`config.mk`:
```
export PLATFORM = sky130hd
export DESIGN_NAME = tlt_store
export DESIGN_NICKNAME = d
export VERILOG_FILES = /design/src/rtl/tlt_pkg.sv /design/src/rtl/tlt_store.sv
export SDC_FILE = /design/constraint.sdc
export NUM_CORES = 2
export LEC_CHECK = 0
export ABC_AREA = 1
export BUFFER_PORTS_ARGS = -buffer_cell sky130_fd_sc_hd__buf_2
export CAP_MARGIN = 5
export CORE_ASPECT_RATIO = 1.1
export CORE_MARGIN = 4
export CORE_UTILIZATION = 45
export CTS_BUF_LIST = sky130_fd_sc_hd__clkbuf_8
export DETAILED_ROUTE_END_ITERATION = 8
export PLACE_DENSITY_LB_ADDON = 0.1
export SLEW_MARGIN = 5
export SYNTH_ARGS = -nofsm -noshare
export SYNTH_HDL_FRONTEND = slang
export SYNTH_MEMORY_MAX_BITS = 65536
export SYNTH_SLANG_ARGS = --single-unit
export TNS_END_PERCENT = 20
```
`constraint.sdc`:
```
create_clock -name clk -period 9 [get_ports clk]
set_input_delay 0.9 -clock clk [delete_from_list [all_inputs] [get_ports clk]]
set_output_delay 0.9 -clock clk [all_outputs]
set_load 0.05 [all_outputs]
```
`src/rtl/tlt_pkg.sv`:
```
// ----------------------------------------------------------------------------
// tlt_pkg
// types, constants and helpers shared by the track lifecycle table
// ----------------------------------------------------------------------------
package tlt_pkg;

  localparam int MaxTracks = 32;
  localparam int SlotW     = $clog2(MaxTracks);
  localparam int CountW    = 6;

  localparam logic [1:0] FUNC_NEW   = 2'd0;
  localparam logic [1:0] FUNC_HIT   = 2'd1;
  localparam logic [1:0] FUNC_MISS  = 2'd2;
  localparam logic [1:0] FUNC_SWEEP = 2'd3;

  localparam logic [2:0] ST_OK      = 3'd0;
  localparam logic [2:0] ST_FULL    = 3'd1;
  localparam logic [2:0] ST_UNKNOWN = 3'd2;
  localparam logic [2:0] ST_DELETED = 3'd3;
  localparam logic [2:0] ST_SWEEP   = 3'd4;

  localparam logic [1:0] LIFE_INIT      = 2'd0;
  localparam logic [1:0] LIFE_TENTATIVE = 2'd1;
  localparam logic [1:0] LIFE_CONFIRMED = 2'd2;

  localparam logic [2:0] REG_VAR_LIMIT  = 3'd0;
  localparam logic [2:0] REG_CONFIRM    = 3'd1;
  localparam logic [2:0] REG_DROP       = 3'd2;
  localparam logic [2:0] REG_MAX_SCORE  = 3'd3;
  localparam logic [2:0] REG_INIT_SCORE = 3'd4;

  typedef struct packed {
    logic [31:0] id;
    logic [2:0]  score;
    logic [1:0]  life;
    logic [15:0] var_x;
    logic [15:0] var_y;
    logic [15:0] height;
    logic [15:0] width;
    logic [15:0] length;
    logic [15:0] yaw;
  } slot_t;

  typedef struct packed {
    logic [15:0] var_limit;
    logic [2:0]  confirm;
    logic [2:0]  drop;
    logic [2:0]  max_score;
    logic [2:0]  init_score;
  } cfg_t;

  typedef struct packed {
    logic [31:0] result_id;
    logic [2:0]  score;
    logic [1:0]  life;
    logic [15:0] height;
    logic [15:0] width;
    logic [15:0] length;
    logic [15:0] yaw;
    logic [5:0]  live;
    logic [2:0]  status;
    logic        last;
  } res_t;

  typedef enum logic [2:0] {
    S_IDLE, S_READ, S_CHECK, S_BLEND, S_EMIT, S_WAIT
  } state_t;

  // (9*old + new + 5) / 10, saturated; divide by reciprocal multiply
  function automatic logic [15:0] blend(input logic [15:0] old, input logic [15:0] meas);
    logic [19:0] num;
    logic [40:0] prod;
    logic [16:0] q;
    logic [19:0] r;
    num  = 20'(old) * 20'd9 + 20'(meas) + 20'd5;
    prod = 41'(num) * 41'd209715;
    q    = prod[37:21];
    r    = num - 20'(q) * 20'd10;
    if (r >= 20'd10) q = q + 17'd1;
    blend = q[16] ? 16'hFFFF : q[15:0];
  endfunction

endpackage

```
`src/rtl/tlt_store.sv`:
```
// ----------------------------------------------------------------------------
// tlt_store
// slot memory with registered read and valid bits in flops
// ----------------------------------------------------------------------------
module tlt_store (
  input  logic                clk,
  input  logic                rst,
  input  logic [tlt_pkg::SlotW-1:0] rd_addr,
  output tlt_pkg::slot_t      rd_data,
  output logic                rd_valid,
  input  logic                wr_en,
  input  logic [tlt_pkg::SlotW-1:0] wr_addr,
  input  tlt_pkg::slot_t      wr_data,
  input  logic                set_en,
  input  logic                clr_en,
  input  logic [tlt_pkg::SlotW-1:0] vb_addr,
  output logic [tlt_pkg::MaxTracks-1:0] valid
);
  import tlt_pkg::*;

  slot_t mem [MaxTracks];

  always_ff @(posedge clk) begin
    if (wr_en) begin
      mem[wr_addr] <= wr_data;
    end
    rd_data  <= mem[rd_addr];
    rd_valid <= valid[rd_addr];
  end

  always_ff @(posedge clk) begin
    if (rst) begin
      valid <= '0;
    end else if (set_en) begin
      valid[vb_addr] <= 1'b1;
    end else if (clr_en) begin
      valid[vb_addr] <= 1'b0;
    end
  end

endmodule

```
==> flow_metrics.py <==
metrics = {
    "clock_tree": {
        "clkLatencyLatePin_ps": 1210,
        "numCtsBuffers": 706,
        "hold_buffers": 0,
        "cts_resized": 0,
        "clockBufferDepth": 4,
        "htree_num_levels": 6,
        "cts.reportedPaths.clkPinSlew_ps": 60,
        "clock-sinks": 4422,
        "cts_root_buf": "clkbuf_8",
        "post_cts_buffers": 0,
        "cts_tree": "done",
    },
    "routing": {
        "wire_per_inst_um": 26.83,
        "first_iter_violations": 11670,
        "routed_wl_um": 535500,
        "viasPerCell": 5.721,
        "detail-route-antenna-nets": 0,
        "firstDrtPassIters": 6,
        "drc_errors": 0,
        "num_vias": 114200,
    },
    "synthesis": {
        "synth.distinct_cells": 16,
        "ys_ff_latch": 4422,
        "synth_area_per_cell_um2": 12.36,
        "yosys_warnings": 0,
        "netlist_area_um2": 172900,
        "syn-instance-count": 13980,
        "synth_nets": 14130,
        "ys_seq_area_share_pct": 75.86,
    },
    "die": {
        "dieArea_um2": 394100,
        "rows": 238,
        "io_pins": 319,
        "die_x_um": 598.9,
        "dieHeight_um": 658.0,
        "coreArea_um2": 382400,
        "start_util_pct": 45.21,
    },
    "setup_path": {
        "crit_arrival_ps": 4590,
        "start_kind": "input port",
        "worst_setup_path_startpoint": "rd_addr[1]",
        "reg2reg_slack_ps": 7530,
        "cp_cell_sequence": "buf_8 > buf_12 > buf_12 > buf_4 > nand3_1 > nand3_1 > nand3_1 > nand3_1 > nand2_1",
        "critPathCaptureType": "flip-flop",
        "worst-path-max-fanout": 159,
        "max_stage_delay_ps": 780,
        "slowest_stage": "buf_4",
        "path_class": "in -> reg",
        "regToRegStartpoint": "mem[23][39]$_DFFE_PP_",
        "path_common_cell": "nand3_1",
        "critPathRequiredTime_ps": 10090,
    },
    "timing": {
        "setup_viol": 0,
        "finalMaxSlewViolations": 0,
        "fmax_ghz": 0.2853,
        "hold_ws_ps": 166.5,
        "worstMarginPinSlew_ps": 1277,
        "fin_skew_ps": 43.21,
        "hold_viol_final": 0,
        "fin_crit_sh_pct": 38.95,
        "finalSetupTns_ps": 0,
        "min_period_ps": 3506,
        "rsz0062_at_grt": "no",
        "setup_ws_ps": 5494,
        "relSlewSlack_pct": 14.88,
    },
    "power": {
        "peakVddDrop_uv": 163.9,
        "leakage_nw": 68.51,
        "power-per-cell-area_nw_per_um2": 216.6,
    },
    "finish": {
        "most-common-layout-cells": "nand2_1 (4438), edfxtp_1 (4256), nand3_1 (4070), clkbuf_8 (767), inv_1 (314)",
        "area_delta_synth_final_pct": 11.28,
        "finalNetCount": 14440,
        "drive_gt1_share_pct": 9.694,
        "fill_cells": 33450,
        "postLayoutCoreUtil_pct": 50.31,
        "layout.area.seq_um2": 131100,
        "mostFrequentLayoutCell": "nand2_1",
        "multiInputGateArea_um2": 37700,
    },
    "placed_design": {
        "routabilityCongestion": 0.7816,
        "place.detailed.hpwl_um": 243100,
        "io_buffer_count": 318,
        "pre_cts_slack_ps": 4415,
    },
    "job": {
        "drv_cap": 0,
    },
    "global_routing": {
        "grt_max_degree": 248,
        "antenna_found_initial": 74,
        "grt_pass1_vias": 110900,
        "grt-ovfl-total": 0,
        "grt_util_all_layers_pct": 26.49,
        "grt_pass1_wl_um": 770700,
    },
    "outcome": {
        "status": "finished, final reports clean",
    },
    "worst_hold_path": {
        "min_path_type": "in -> reg",
        "holdCritStartpoint": "wr_data[93]",
    },
}
## cells by family after synthesis
family | after synthesis | synth area share, %
and+or+nand+nor | 8547 | 21.51
AOI/OAI and AO/OA | 56 | 0.1621
buffers and inverters | 956 | 2.468
DFF | 4422 | 75.86
## Yosys cell counts
cell | instances | area share [%]
a21oi_1 | 32 | 0.093
buf_1 | 101 | 0.22
buf_2 | 485 | 1.4
buf_4 | 17 | 0.074
buf_6 | 1 | 0.0065
clkbuf_1 | 327 | 0.71
clkinv_1 | 1 | 0.0022
dfxtp_1 | 166 | 1.9
edfxtp_1 | 4256 | 74
inv_1 | 20 | 0.043
inv_2 | 4 | 0.0087
nand2_1 | 4438 | 9.6
nand3_1 | 4070 | 12
nor2_1 | 33 | 0.072
nor3_1 | 6 | 0.017
o21ai_0 | 24 | 0.069
## report_power, final
part	switching [mW]	internal, mW	leakage [nW]
combinational	2.07	0.601	21.0
sequential	0.130	22.9	39.7
clock	7.92	8.08	7.75
total	10.1	31.5	68.5
## sequential cells by signal, summed over array words and instances, names as in the netlist, named ones only
signal and cells:
mem 4256, rd_valid 1, rd_data 133
## through the flow
| stage | cells | area [um2] | total power [mW] |
|---|---|---|---|
| floorplan | 13980 | 172900 | 25.02 |
| global placement | 18620 | 179200 | 26.07 |
| detailed placement | 18620 | 179200 | 26.11 |
| CTS | 19930 | 192300 | 42.04 |
| global route | 19950 | 192300 | 43.21 |
| finish | 19960 | 192300 | 41.66 |
## worst max-delay path, delay by kind of cell
family                 cells  cell delay [ps]
buffers and inverters      4             2550
and+or+nand+nor            5              630
## per-layer routing
layer  wire length, um  global-route usage, %  vias up
met4             17940                  8.824       30
li1                  -                      -    50770
met2            265100                  45.41     4407
met5               212                      0        -
met3             35900                  3.704      946
met1            216400                  34.72    58030
## final cells by class
type / count / area share (%)
flip-flops and latches: 4422 / 68.17
inverters: 25 / 0.06830
clock inverters: 539 / 1.313
well taps: 5040 / 3.279
multi-input cells: 8603 / 19.60
clock buffers: 767 / 5.488
diodes: 33 / 0.04293
repair buffers: 530 / 2.035
## final timing paths
check / end / depth (start not counted)
setup / recovery: rd_data[17]$_DFF_P_ / 9
hold / removal: mem[18][93]$_DFFE_PP_ / 1
setup reg to reg: rd_data[39]$_DFF_P_ / 6
hold reg to reg: flip-flop / 2
(Power assumes the default switching activity.)
